[config.mk]
export PLATFORM = sky130hd
export DESIGN_NAME = dle_stuffed_frame_deframer_unit
export DESIGN_NICKNAME = d
export VERILOG_FILES = /design/src/hw/rtl/dle_pkg.sv /design/src/hw/rtl/dle_stuffed_frame_deframer_unit.sv /design/src/hw/rtl/dle_front.sv /design/src/hw/rtl/dle_queue.sv /design/src/hw/rtl/dle_back.sv
export SDC_FILE = /design/constraint.sdc
export NUM_CORES = 1
export LEC_CHECK = 0
export ABC_AREA = 1
export BUFFER_PORTS_ARGS = -buffer_cell sky130_fd_sc_hd__buf_2
export CAP_MARGIN = 20
export CORE_MARGIN = 3
export CORE_UTILIZATION = 54
export DETAILED_ROUTE_END_ITERATION = 8
export GPL_ROUTABILITY_DRIVEN = 0
export PLACE_DENSITY = 0.77
export SLEW_MARGIN = 20
export SYNTH_ARGS = -nofsm -noshare
export SYNTH_HDL_FRONTEND = slang
export SYNTH_HIERARCHICAL = 1
export SYNTH_SLANG_ARGS = --single-unit
[constraint.sdc]
create_clock -name clock -period 2.25 [get_ports clock]
set_clock_uncertainty 0.15 [all_clocks]
set_input_delay 0.225 -clock clock [delete_from_list [all_inputs] [get_ports clock]]
set_output_delay 0.225 -clock clock [all_outputs]
set_load 0.02 [all_outputs]
[src/hw/rtl/dle_pkg.sv]
// ----------------------------------------------------------------------------
// dle_pkg - shared definitions for the DLE stuffed frame deframer
// Framing symbols, result kinds, queue entry type and default sizes.
// ----------------------------------------------------------------------------
package dle_pkg;

   localparam int DLE_FRAME_BUFFER_BYTES = 4096;
   localparam int DLE_QUEUE_DEPTH        = 4;

   localparam logic [11:0] DLE_MAX_PAYLOAD_RESET = 12'd4095;
   localparam logic [11:0] DLE_LENGTH_CEILING    = 12'd4095;

   localparam logic [7:0] SYM_SOH = 8'h01;
   localparam logic [7:0] SYM_DLE = 8'h10;
   localparam logic [7:0] SYM_ETB = 8'h17;

   typedef enum logic [1:0] {
      KIND_DATA  = 2'd0,
      KIND_END   = 2'd1,
      KIND_LONG  = 2'd2,
      KIND_ABORT = 2'd3
   } kind_type;

   // One classified received byte, as it travels from the front to the back.
   typedef struct packed {
      logic [7:0] rx_byte;
      logic       is_soh;
      logic       is_dle;
      logic       is_etb;
   } beat_type;

endpackage

[src/hw/rtl/dle_stuffed_frame_deframer_unit.sv]
// ----------------------------------------------------------------------------
// dle_stuffed_frame_deframer_unit - SOH/ETB framed, DLE stuffed byte deframer
// Streams unescaped payload bytes and closes each frame with a verdict.
// ----------------------------------------------------------------------------
//  Channel   Direction  Handshake          Contents
//  req_      in         req_valid/ready    rx_byte
//  rsp_      out        rsp_valid/ready    kind, data_byte, control_byte,
//                                          payload_length
//  csr_      in         csr_wr_en          max_payload (12 bits)
//
// One byte is accepted per cycle while the queue has room; a byte passes
// through the queue slot register and then the result register.
// A four-beat queue lets the input keep flowing while a result waits.
// Synchronous reset returns to waiting for SOH with max_payload at 4095.
// When the queue is full, req_ready drops until the result side moves.
// ----------------------------------------------------------------------------
module dle_stuffed_frame_deframer_unit import dle_pkg::*; #(
   parameter int FRAME_BUFFER_BYTES = DLE_FRAME_BUFFER_BYTES
) (
   input  logic        clock,
   input  logic        reset,
   input  logic        req_valid,
   output logic        req_ready,
   input  logic [7:0]  req_rx_byte,
   output logic        rsp_valid,
   input  logic        rsp_ready,
   output logic [1:0]  rsp_kind,
   output logic [7:0]  rsp_data_byte,
   output logic [7:0]  rsp_control_byte,
   output logic [11:0] rsp_payload_length,
   input  logic        csr_wr_en,
   input  logic [11:0] csr_wr_data
);

   logic [11:0] max_payload_reg_ff, max_payload_reg_in;
   logic        queue_full;
   logic        push;
   beat_type    push_beat;
   logic        pop;
   logic        head_valid;
   beat_type    head_beat;

   assign max_payload_reg_in = csr_wr_en ? csr_wr_data : max_payload_reg_ff;

   always_ff @(posedge clock) begin
      if (reset) begin
         max_payload_reg_ff <= DLE_MAX_PAYLOAD_RESET;
      end else begin
         max_payload_reg_ff <= max_payload_reg_in;
      end
   end

   dle_front u_front (
      .req_valid   (req_valid),
      .req_ready   (req_ready),
      .req_rx_byte (req_rx_byte),
      .queue_full  (queue_full),
      .push        (push),
      .push_beat   (push_beat)
   );

   dle_queue u_queue (
      .clock      (clock),
      .reset      (reset),
      .push       (push),
      .push_beat  (push_beat),
      .full       (queue_full),
      .pop        (pop),
      .head_valid (head_valid),
      .head_beat  (head_beat)
   );

   dle_back #(
      .FRAME_BUFFER_BYTES (FRAME_BUFFER_BYTES)
   ) u_back (
      .clock              (clock),
      .reset              (reset),
      .max_payload        (max_payload_reg_ff),
      .head_valid         (head_valid),
      .head_beat          (head_beat),
      .pop                (pop),
      .rsp_valid          (rsp_valid),
      .rsp_ready          (rsp_ready),
      .rsp_kind           (rsp_kind),
      .rsp_data_byte      (rsp_data_byte),
      .rsp_control_byte   (rsp_control_byte),
      .rsp_payload_length (rsp_payload_length)
   );

endmodule

[src/hw/rtl/dle_front.sv]
// ----------------------------------------------------------------------------
// dle_front - input acceptance and byte classification
// Takes received bytes and tags them with their framing symbol class.
// ----------------------------------------------------------------------------
module dle_front import dle_pkg::*; (
   input  logic       req_valid,
   output logic       req_ready,
   input  logic [7:0] req_rx_byte,
   input  logic       queue_full,
   output logic       push,
   output beat_type   push_beat
);

   assign req_ready = !queue_full;
   assign push      = req_valid && !queue_full;

   always_comb begin
      push_beat.rx_byte = req_rx_byte;
      push_beat.is_soh  = (req_rx_byte == SYM_SOH);
      push_beat.is_dle  = (req_rx_byte == SYM_DLE);
      push_beat.is_etb  = (req_rx_byte == SYM_ETB);
   end

endmodule

[src/hw/rtl/dle_queue.sv]
// ----------------------------------------------------------------------------
// dle_queue - short beat queue between front and back
// Register based first-in first-out buffer of classified bytes.
// ----------------------------------------------------------------------------
module dle_queue import dle_pkg::*; (
   input  logic     clock,
   input  logic     reset,
   input  logic     push,
   input  beat_type push_beat,
   output logic     full,
   input  logic     pop,
   output logic     head_valid,
   output beat_type head_beat
);

   localparam int PW = $clog2(DLE_QUEUE_DEPTH);
   localparam int CW = $clog2(DLE_QUEUE_DEPTH + 1);

   beat_type        slot_ff [DLE_QUEUE_DEPTH];
   logic [PW-1:0]   wr_ptr_ff, wr_ptr_in;
   logic [PW-1:0]   rd_ptr_ff, rd_ptr_in;
   logic [CW-1:0]   fill_ff, fill_in;

   assign full       = (fill_ff == CW'(DLE_QUEUE_DEPTH));
   assign head_valid = (fill_ff != '0);
   assign head_beat  = slot_ff[rd_ptr_ff];

   always_comb begin
      wr_ptr_in = wr_ptr_ff;
      rd_ptr_in = rd_ptr_ff;
      fill_in   = fill_ff;
      if (push) begin
         wr_ptr_in = (wr_ptr_ff == PW'(DLE_QUEUE_DEPTH - 1)) ? '0 : wr_ptr_ff + 1'b1;
      end
      if (pop) begin
         rd_ptr_in = (rd_ptr_ff == PW'(DLE_QUEUE_DEPTH - 1)) ? '0 : rd_ptr_ff + 1'b1;
      end
      if (push && !pop) begin
         fill_in = fill_ff + 1'b1;
      end else if (pop && !push) begin
         fill_in = fill_ff - 1'b1;
      end
   end

   always_ff @(posedge clock) begin
      if (reset) begin
         wr_ptr_ff <= '0;
         rd_ptr_ff <= '0;
         fill_ff   <= '0;
      end else begin
         wr_ptr_ff <= wr_ptr_in;
         rd_ptr_ff <= rd_ptr_in;
         fill_ff   <= fill_in;
      end
   end

   always_ff @(posedge clock) begin
      if (push) begin
         slot_ff[wr_ptr_ff] <= push_beat;
      end
   end

endmodule

[src/hw/rtl/dle_back.sv]
// ----------------------------------------------------------------------------
// dle_back - frame state tracking and result generation
// Walks the frame state for each queued beat and registers the results.
// ----------------------------------------------------------------------------
module dle_back import dle_pkg::*; #(
   parameter int FRAME_BUFFER_BYTES = DLE_FRAME_BUFFER_BYTES
) (
   input  logic        clock,
   input  logic        reset,
   input  logic [11:0] max_payload,
   input  logic        head_valid,
   input  beat_type    head_beat,
   output logic        pop,
   output logic        rsp_valid,
   input  logic        rsp_ready,
   output logic [1:0]  rsp_kind,
   output logic [7:0]  rsp_data_byte,
   output logic [7:0]  rsp_control_byte,
   output logic [11:0] rsp_payload_length
);

   localparam int CW = $clog2(FRAME_BUFFER_BYTES + 1);
   localparam int LW = (CW > 12) ? CW : 12;

   logic          in_frame_ff, in_frame_in;
   logic          escape_ff, escape_in;
   logic [CW-1:0] count_ff, count_in;
   logic [7:0]    control_ff, control_in;

   logic          out_valid_ff, out_valid_in;
   kind_type      kind_ff, kind_in;
   logic [7:0]    data_ff, data_in;
   logic [7:0]    out_control_ff, out_control_in;
   logic [11:0]   length_ff, length_in;

   logic          emit;
   logic          has_room;
   logic [LW-1:0] length_wide;

   assign pop      = head_valid && (!out_valid_ff || rsp_ready);
   assign has_room = (count_ff < CW'(FRAME_BUFFER_BYTES));
   // The length excludes the control byte, which is counted too.
   assign length_wide = LW'(count_ff) - LW'(1);

   always_comb begin
      in_frame_in    = in_frame_ff;
      escape_in      = escape_ff;
      count_in       = count_ff;
      control_in     = control_ff;
      emit           = 1'b0;
      kind_in        = kind_ff;
      data_in        = data_ff;
      out_control_in = out_control_ff;
      length_in      = length_ff;

      if (pop) begin
         if (!in_frame_ff) begin
            if (head_beat.is_soh) begin
               in_frame_in = 1'b1;
               escape_in   = 1'b0;
               count_in    = '0;
            end
         end else if (count_ff == '0) begin
            // The byte right after SOH is taken raw, whatever its value.
            control_in = head_beat.rx_byte;
            count_in   = CW'(1);
         end else if (escape_ff) begin
            escape_in = 1'b0;
            if (has_room) begin
               count_in  = count_ff + 1'b1;
               emit      = 1'b1;
               kind_in   = KIND_DATA;
               data_in   = head_beat.rx_byte;
               length_in = '0;
            end
         end else if (head_beat.is_dle) begin
            escape_in = 1'b1;
         end else if (head_beat.is_etb) begin
            in_frame_in = 1'b0;
            count_in    = '0;
            emit        = 1'b1;
            kind_in     = (length_wide > LW'(max_payload)) ? KIND_LONG : KIND_END;
            data_in     = '0;
            length_in   = (length_wide > LW'(DLE_LENGTH_CEILING)) ? DLE_LENGTH_CEILING
                                                                  : length_wide[11:0];
         end else if (has_room) begin
            count_in  = count_ff + 1'b1;
            emit      = 1'b1;
            kind_in   = KIND_DATA;
            data_in   = head_beat.rx_byte;
            length_in = '0;
         end else begin
            in_frame_in = 1'b0;
            count_in    = '0;
            emit        = 1'b1;
            kind_in     = KIND_ABORT;
            data_in     = '0;
            length_in   = '0;
         end
         out_control_in = control_ff;
      end

      if (pop) begin
         out_valid_in = emit;
      end else if (rsp_ready) begin
         out_valid_in = 1'b0;
      end else begin
         out_valid_in = out_valid_ff;
      end
   end

   always_ff @(posedge clock) begin
      if (reset) begin
         in_frame_ff  <= 1'b0;
         escape_ff    <= 1'b0;
         count_ff     <= '0;
         control_ff   <= '0;
         out_valid_ff <= 1'b0;
      end else begin
         in_frame_ff  <= in_frame_in;
         escape_ff    <= escape_in;
         count_ff     <= count_in;
         control_ff   <= control_in;
         out_valid_ff <= out_valid_in;
      end
   end

   always_ff @(posedge clock) begin
      if (pop && emit) begin
         kind_ff        <= kind_in;
         data_ff        <= data_in;
         out_control_ff <= out_control_in;
         length_ff      <= length_in;
      end
   end

   assign rsp_valid          = out_valid_ff;
   assign rsp_kind           = kind_ff;
   assign rsp_data_byte      = data_ff;
   assign rsp_control_byte   = out_control_ff;
   assign rsp_payload_length = length_ff;

endmodule

Yosys cells after proc, flatten, opt, wreduce, memory -nomap -nowiden

Memories as Yosys holds them, arrays and structs flattened. A register that Yosys moved wholly into a read port is not among the register bits.
Index checks and enable logic that the tools add are counted.

Input port bits: 25
RAM bits: 44
Register bits after elaboration: 73
Memories: 1
Output and inout bits: 32
Logic and storage cells: 106

Memory list:

| memory          | words | bits a word | read ports | clocked after Yosys merged registers in | write ports | RTL line        | RTL |
|---|---|---|---|---|---|---|---|
| u_queue.slot_ff | 4     | 11          | 1          | 1                                       | 1           | dle_queue.sv:19 | `beat_type slot_ff [DLE_QUEUE_DEPTH];` |

Equal/unequal tests: 11
Multiplexer cells: 51
Reduce and logical (&&, ||, !) cells: 20
$lt $le $gt $ge: 3
Bitwise operators: 1
Add/sub/neg operators: 6

Operators by type and width:

| operator                                                               | number |
|---|---|
| 13-bit 2-to-1 mux                                                      | 8 |
| 12-bit 2-to-1 mux                                                      | 5 |
| 8-bit 2-to-1 mux                                                       | 5 |
| 1-bit 2-to-1 mux                                                       | 21 |
| 2-bit 2-to-1 mux                                                       | 10 |
| 8-bit by 5-bit equality test with 1-bit output, second input constant  | 2 |
| 13-bit by 1-bit adder with 13-bit output, second input constant        | 1 |
| 13-bit by 12-bit > comparator with 1-bit output                        | 1 |
| 13-bit by 12-bit > comparator with 1-bit output, second input constant | 1 |
| 13-bit logical NOT                                                     | 1 |
| 13-bit less-than comparator, second input constant                     | 1 |
| 13-bit by 1-bit subtractor with 13-bit output, second input constant   | 1 |
| 8-bit by 1-bit equality test with 1-bit output, second input constant  | 1 |
| 4-bit != test, second input constant                                   | 2 |
| 3-bit 2-to-1 mux                                                       | 2 |
| 3-bit AND reduction                                                    | 2 |
| 6-bit AND reduction                                                    | 1 |
| 2-bit nonzero test                                                     | 3 |
| 1-bit logical AND                                                      | 5 |
| 2-bit by 1-bit adder with 2-bit output, second input constant          | 2 |
| 2-bit equality test, second input constant                             | 2 |
| 1-bit logical NOT                                                      | 4 |
| 2-bit != test, second input constant                                   | 2 |
| 4-bit AND reduction                                                    | 1 |
| other kinds (8)                                                        | 8 |

Depth between registers and ports, before layout

Gate-level depths: netlist (run 1).

Depth after elaboration: 8
Depth in mapped cells: 19
Gate-level depth less buffers: 19

Modules after synthesis

The synthesis (run 1) kept the hierarchy.

Modules (own cells, without submodules):

| module                          | area an instance (um2) | times used | sequential area each (um2) | cells each |
|---|---|---|---|---|
| dle_back                        | 3235.6                 | 1          | 1381.3                     | 395 |
| dle_queue                       | 2090.8                 | 1          | 1501.4                     | 167 |
| dle_stuffed_frame_deframer_unit | 421.7                  | 1          | 240.2                      | 53 |
| dle_front                       | 148.9                  | 1          | 0.0                        | 31 |

Least setup slack after synthesis (run 1)

Ideal clock, no wire load.

Path type: reg2reg
Start: register u_back.count_ff[0]
End: register u_back.kind_ff[0], in the netlist u_back/rsp_kind[0] (data pin)
Library setup time: 250 ps
Clock period less this slack: 2368 ps
Buffers on the path: 0
Arrival time: 1967 ps
Slack: -118 ps
Cell stages (with the launch flop): 20
Required time: 1850 ps
Cells stage by stage: dfxtp_1 inv_2 ha_1 inv_1 nand2_1 inv_1 nor2_1 inv_1 ha_1 nand2_1 inv_1 nand4_1 nand3_1 nand2_1 nand2_1 nand3_1 nand2_1 nand3_1 nand2_1 inv_1

Longest elaborated chain between the ends: 6
Elaborated cells between the ends (all ways): 8
Classes of those cells: add/sub: 1; order compare: 2; mux: 5

RTL lines:

| what                                            | RTL line        | RTL |
|---|---|---|
| from (decl)                                     | dle_back.sv:27  | `logic [CW-1:0] count_ff, count_in;` |
| from (signal assigned)                          | dle_back.sv:122 | `count_ff <= count_in;` |
| 13-bit by 1-bit subtractor with 13-bit output   | dle_back.sv:43  | `assign length_wide = LW'(count_ff) - LW'(1);` |
| 13-bit by 12-bit > comparator with 1-bit output | dle_back.sv:82  | `kind_in = (length_wide > LW'(max_payload)) ? KIND_LONG : KIND_END;` |
| 2-bit 2-to-1 mux                                | dle_back.sv:82  |  |
| 2-bit 2-to-1 mux *                              | dle_back.sv:78  | `end else if (head_beat.is_etb) begin` |
| 2-bit 2-to-1 mux *                              | dle_back.sv:76  | `end else if (head_beat.is_dle) begin` |
| 2-bit 2-to-1 mux *                              | dle_back.sv:67  | `end else if (escape_ff) begin` |
| to (signal assigned)                            | dle_back.sv:130 | `kind_ff <= kind_in;` |
| to (decl)                                       | dle_back.sv:31  | `kind_type kind_ff, kind_in;` |

Every way passes the cells marked *; elsewhere a longest branch is shown, timed or not. The select of a mux whose other input is x is not followed.
A chain may end at the register's enable or synchronous reset.

Worst setup path in the final report (run 1)

Start: register u_back.count_ff[1]
End: register u_back.kind_ff[0], in the netlist u_back/rsp_kind[0] (data pin)

The elaborated chain is that of the path after synthesis.

==> results of run 1 <==
[final cells by class]
cell class | count | area [µm²] | area share, %
clock inverters | 14 | 175 | 2.27
repair inverters | 1 | 5.00 | 0.0649
multi-input cells | 396 | 2390 | 30.9
clock buffers | 18 | 418 | 5.42
well taps | 136 | 170 | 2.20
inverters | 107 | 413 | 5.35
repair buffers | 140 | 1010 | 13.1
flip-flops and latches | 119 | 3140 | 40.7
[logic make-up (layout without fill, tap and decap cells)]
kind of cell / after synthesis / in the layout
buffers and inverters: 131 / 280
AOI/OAI and AO/OA: 85 / 85
adders and majority gates: 23 / 23
and+or+nand+nor: 281 / 281
DFF: 119 / 119
xor gates and xnor gates: 7 / 7
[state kept, by name, indices dropped and copies added, names as in the netlist, 3 cells and up, named ones only]
| name | cells |
|---|---|
| max_payload_reg_ff | 12 |
| u_back/control_ff | 8 |
| u_back/count_ff | 13 |
| u_back/rsp_control_byte | 8 |
| u_back/rsp_data_byte | 8 |
| u_back/rsp_payload_length | 12 |
| u_queue/fill_ff | 3 |
| u_queue/slot_ff | 44 |
[stage by stage]
stage               hold WS (ns)  utilization, %  std cells  worst slack, ns
detailed placement         0.267            61.6        849          -0.0772
finish                    0.0583            73.8        931           -0.244
CTS                       0.0265            72.5        926          0.00165
global placement           0.263            61.6        849          -0.0131
global route               0.109            73.8        931           -0.248
floorplan                  0.144               -        646          0.00437
[power breakdown]
part	leakage [nW]	switching (mW)	internal, mW
Sequential	1.04	0.160	2.71
Clock	0.279	1.03	1.70
Combinational	2.09	2.97	1.95
[cells in the mapped netlist (13+ instances only)]
| library cell | number |
|---|---|
| nand3_1 | 29 |
| nand2_1 | 110 |
| dfxtp_1 | 45 |
| a21oi_1 | 24 |
| o21ai_1 | 24 |
| ha_1 | 22 |
| inv_1 | 95 |
| nor2_1 | 84 |
| o21ai_0 | 19 |
| edfxtp_1 | 74 |
| buf_4 | 13 |
| nand3_2 | 15 |
[layout by cell type, fill, tap and decap left out, drive strengths merged, types with 3 or more instances in the layout]
master,n
clkinvlp,5
buf,106
bufinv,3
dfxtp,45
nand3,44
inv,108
nand2,121
o21bai,3
o22ai,11
nor2,96
nor3,12
xor2,6
ha,22
edfxtp,74
clkinv,6
nand4,5
a21oi,24
clkbuf,18
dlygate4sd3,34
o21ai,44
[worst min-delay path, stage by stage]
cell     delay (ns)
buf_2          0.09
inv_1          0.04
nor2_1         0.06
buf_4          0.15
inv_2          0.07
a21oi_1        0.06
[worst paths after layout]
path	cells past startpoint	to	from
worst max-delay path	15	u_back/rsp_kind[0]$_SDFFCE_PP0P_	u_back/count_ff[1]$_SDFFE_PP0P_
worst min-delay path	6	u_queue/wr_ptr_ff[1]$_SDFFE_PP0P_	req_valid
worst max register to register	15	u_back/rsp_kind[0]$_SDFFCE_PP0P_	u_back/count_ff[1]$_SDFFE_PP0P_
worst min register to register	0	u_back/rsp_control_byte[7]$_DFFE_PP_	u_back/control_ff[7]$_SDFFE_PP0P_
[routing by layer]
layer	vias up	wire length, µm
met3	84	1180
li1	2374	-
met1	2453	6260
met5	-	0
met2	278	7840
met4	0	710
[repair_timing]
action | 4_1_cts | 5_1_grt
cloned | 0 | 1
hold buffers | 34 | 0
buffers inserted | 11 | 4
endpoints found under the hold margin | 52 | 0
pin swaps | 15 | 9
gates resized for setup | 32 | 32
setup endpoints to repair | 3 | 33
==> impl_metrics.ini, run 1 <==
[grt]
grt.busiest_layer = met2
grt.total_usage_pct = 25.3
met1_usage_pct = 29.5
grt.met3_usage_pct = 7.84
grt_pass1_wl_um = 24600
gr-total-overflow = 0
antenna_found_initial = 0
met2_usage_pct = 42.3
grt_max_degree = 23
grt_pass1_vias = 5135

[setup_path]
cp_common_cell = nand2_1
critical-path-top-delay-family = simple AND/OR/NAND/NOR gates
crit_buf_inv = 3
cp_cell_sequence = buf_4, nor2_4, nand2_4, xor2_2, inv_2, ha_4, nand4_1, nand3_1, nand2_1, nand2_1, nand3_1, nand2_1, nand3_1, nand2_1, inv_1
crit_arrival_ns = 2.63
criticalPathCategory = flop to flop
r2r_setup_slack_ns = -0.24
cp_max_fo = 3
critical_path.max_stage_delay_ns = 0.33
end_kind = flop
required_ns = 2.39
crit_path_start_kind = flop
slowest_stage = dfxtp_2

[floorplanning]
fp.dieH_um = 111
die_x_um = 111
placement_rows = 37
core_area_um2 = 10500
ios = 57
dieArea_um2 = 12200
start_util_pct = 56.4

[timing]
finalMaxSlewViolations = 0
worstMarginPinSlew_ns = 0.532
fmax_mhz = 401
final.period_utilization_pct = 111
rsz0062_at_grt = true
fin_crit_ns = 2.49
relSlewSlack_pct = 64.5
fin_ws_ns = -0.244
setup_viol_count_final = 3
setup_tns_ns = -0.414
finalHoldViolCount = 0

[synth]
ys.flop_type = edfxtp_1
synthAdderAreaFrac_pct = 5.01
synth-edff-count = 74
synth_seq_cells = 119
synthesis.nets = 694
async_flop_share_pct = 0
synthSimpleGateAreaFrac_pct = 22.7
ys_types = 37
syn_area_um2 = 5900
yosys_warnings = 6
yosys.area_share.xor_xnor_pct = 1.36
synthTopCellsByArea = edfxtp_1 (38%), dfxtp_1 (15%), nand2_1 (7.0%)
synth_top_family_by_area = simple AND/OR/NAND/NOR gates
yosysTopAreaCell = edfxtp_1
syn_inst = 646
synth_mux_area_share_pct = 0
ys_seq_area_share_pct = 53.0
syn_area_per_cell_um2 = 9.13
synth-compound-area-share_pct = 7.77
synth_top_area_share_pct = 37.7

[run]
maxCapViolCount = 0

[clock_tree]
clk_pin_slew_ns = 0.06
cts-root-buf = clkbuf_8
cts.sink_count = 119
clk_latency_ns = 0.54
htreeDepth = 4
numCtsBuffers = 17
clk_path_buf_depth = 2
cts_tree = yes

[cells_and_area]
nets = 830
drive_gt1_share_pct = 30.2
area_delta_synth_final_pct = 30.9
fillers = 681
antenna_cells = 0
finalInstanceArea_um2 = 7720

[power_and_ir_drop]
total_power_mw = 10.5
p_per_area_nw_per_um2 = 1360
worst_ir_drop_vdd_uv = 966
p_leak_nw = 3.41

[routing]
drt.antenna.violating_nets = 0
vias = 5189
wirelength_um = 16000
firstDrtPassIters = 9
wl_per_cell_um = 17.2
drtIter0Drc = 605
drc = 1
via_per_inst = 5.57

[status]
violations = design-rule violations, negative setup slack
run_status = complete, but fails checks

[placement]
dp_hpwl_um = 9370
portBuffers = 56
place_area_um2 = 6440

[min_path]
hold_path.class = input port to flop
No activity file was read; power rests on OpenSTA's default activity.
==> run 2, diff against run 1 <==
--- a/config.mk
+++ b/config.mk
@@ -15,2 +15,3 @@
 export PLACE_DENSITY = 0.77
+export RECOVER_POWER = 25
 export SLEW_MARGIN = 20
--- a/constraint.sdc
+++ b/constraint.sdc
@@ -4,2 +4,2 @@
 set_output_delay 0.225 -clock clock [all_outputs]
-set_load 0.02 [all_outputs]
+set_load 0.1 [all_outputs]
==> run 2 against run 1 <==
Net effect: the run ends with negative setup slack left; utilization increased by 0.73 points; sequential power is essentially flat; worst hold slack improved by 0.024 ns; sequential cell count did not move.
==> impl_metrics.ini, run 2 (synthesized netlist as in run 1, its figures left out) <==
[status]
run_status = complete, but fails checks
violations = negative setup slack

[cells_and_area]
reg_top3 = u_queue/slot_ff x44, u_back/count_ff x13
final_common_cell = nand2_1
fillers = 689
area_delta_synth_final_pct = 32.2
finalInstanceArea_um2 = 7790
layout_common_cells = nand2_1 (102), inv_1 (84), nor2_1 (76), edfxtp_1 (74)
largest_reg_flops = 44
drive_gt1_share_pct = 30.2
regMostFlops = u_queue/slot_ff
nets = 831
antenna_cells = 0

[timing]
setup_viol_count_final = 2
final.period_utilization_pct = 109
worstMarginPinSlew_ns = 0.501
finalMaxSlewViolations = 0
rsz0062_at_grt = true
fmax_mhz = 406
setup_tns_ns = -0.332
hold_ws_ns = 0.0823
finalHoldViolCount = 0
fin_crit_ns = 2.46
fin_ws_ns = -0.213
relSlewSlack_pct = 66.6

[routing]
drc = 0
firstDrtPassIters = 5
wl_per_cell_um = 16.7
vias = 5094
drt.antenna.violating_nets = 0
drtIter0Drc = 540
wirelength_um = 15600
via_per_inst = 5.47

[floorplanning]
die_x_um = 111
dieArea_um2 = 12200
core_area_um2 = 10500
start_util_pct = 56.4
placement_rows = 37
ios = 57
fp.dieH_um = 111

[setup_path]
crit_path_start_kind = flop
cp_max_fo = 4
r2r_setup_slack_ns = -0.21
crit_arrival_ns = 2.59
required_ns = 2.38
end_kind = flop
criticalPathCategory = flop to flop

[grt]
gr-total-overflow = 0
grt_max_degree = 17
met2_usage_pct = 42.9
antenna_found_initial = 0
grt.busiest_layer = met2
grt_pass1_vias = 5061
grt.met3_usage_pct = 6.85
grt.total_usage_pct = 24.9
grt_pass1_wl_um = 24000
met1_usage_pct = 28.5

[power_and_ir_drop]
p_leak_nw = 3.39
total_power_mw = 10.9
clockPowerShare_pct = 25.2
swShare_pct = 40.2
p_int_mw = 6.49
switchingPower_mw = 4.36
p_per_area_nw_per_um2 = 1390
pwr-share-seq_pct = 26.5
combPwrFrac_pct = 48.3
worst_ir_drop_vdd_uv = 935

[clock_tree]
numCtsBuffers = 17
clk_path_buf_depth = 2
clk_pin_slew_ns = 0.06
cts.sink_count = 119
htreeDepth = 4
cts_tree = yes
cts-root-buf = clkbuf_8
clk_latency_ns = 0.53

[min_path]
hold_path.class = input port to flop

[placement]
portBuffers = 56
dp_hpwl_um = 9140
place_area_um2 = 6460
detailedPlace.worstSlack_ns = -0.132

[run]
maxCapViolCount = 0
==> run 2: cell types whose count changed in the layout (fill, tap and decap cells not counted), sizes merged <==
cell,previous run,this run
clkbuf,18,25
clkinvlp,5,3
bufinv,3,4
inv,108,106
buf,106,98
nand3,44,45
clkinv,6,9
==> run 2: critical path: stages (launching register included) <==
cell,delay [ns]
dfxtp_2,0.32
inv_2,0.08
ha_4,0.18
inv_2,0.05
nand2_2,0.06
inv_2,0.05
nor2_4,0.10
inv_2,0.06
ha_4,0.27
nand2_2,0.06
inv_2,0.08
nand4_1,0.13
nand3_1,0.10
nand2_1,0.07
nand2_1,0.07
nand3_2,0.06
nand2_2,0.09
nand3_1,0.09
nand2_1,0.09
inv_1,0.05
==> run 2: worst paths after layout <==
kind / cells past startpoint / end / from
worst max-delay path: 19 / u_back/rsp_kind[0]$_SDFFCE_PP0P_ / u_back/count_ff[0]$_SDFFE_PP0P_
worst min-delay path: 6 / u_queue/wr_ptr_ff[1]$_SDFFE_PP0P_ / req_valid
worst max register to register: 19 / u_back/rsp_kind[0]$_SDFFCE_PP0P_ / u_back/count_ff[0]$_SDFFE_PP0P_
worst min register to register: 0 / u_back/rsp_control_byte[7]$_DFFE_PP_ / u_back/control_ff[7]$_SDFFE_PP0P_
==> run 2: area by class of cell <==
| cell class | count | area [µm²] | area share, % |
|---|---|---|---|
| clock buffers | 17 | 414 | 5.31 |
| clock inverters | 14 | 181 | 2.33 |
| inverters | 107 | 410 | 5.27 |
| multi-input cells | 397 | 2470 | 31.7 |
| flip-flops and latches | 119 | 3140 | 40.3 |
| well taps | 136 | 170 | 2.18 |
| repair buffers | 140 | 1000 | 12.9 |
| repair inverters | 1 | 5.00 | 0.0642 |
==> run 2: what timing repair did <==
action / CTS / global route
pin swaps: 18 / 27
setup endpoints to repair: 3 / 58
gates cloned: 0 / 2
buffers inserted: 7 / 5
hold buffers: 34 / 0
endpoints found under the hold margin: 56 / 0
resized for setup: 29 / 43
==> run 2: through the flow <==
stage | instances | utilization (%)
6_report | 931 | 74.5
5_1_grt | 931 | 74.5
4_1_cts | 924 | 72.4
3_5_place_dp | 852 | 61.8
3_3_place_gp | 852 | 61.8
2_1_floorplan | 646 | -
==> run 2: metal layers <==
layer	part of all wire, %	up-vias	wire, µm
met1	38	2363	5920
met2	50	289	7710
met4	4.6	0	724
li1	-	2381	-
met5	0	-	0
met3	7.9	61	1220
==> run 2: power by group through the flow <==
stage / clock [mW] / sequential (mW) / combinational (mW)
4_1_cts: 2.75 / 2.86 / 4.46
5_1_grt: 2.88 / 2.90 / 5.63
3_3_place_gp: 0 / 2.89 / 3.84
6_report: 2.73 / 2.88 / 5.24
2_1_floorplan: 0 / 3.08 / 2.74
3_5_place_dp: 0 / 2.90 / 4.03
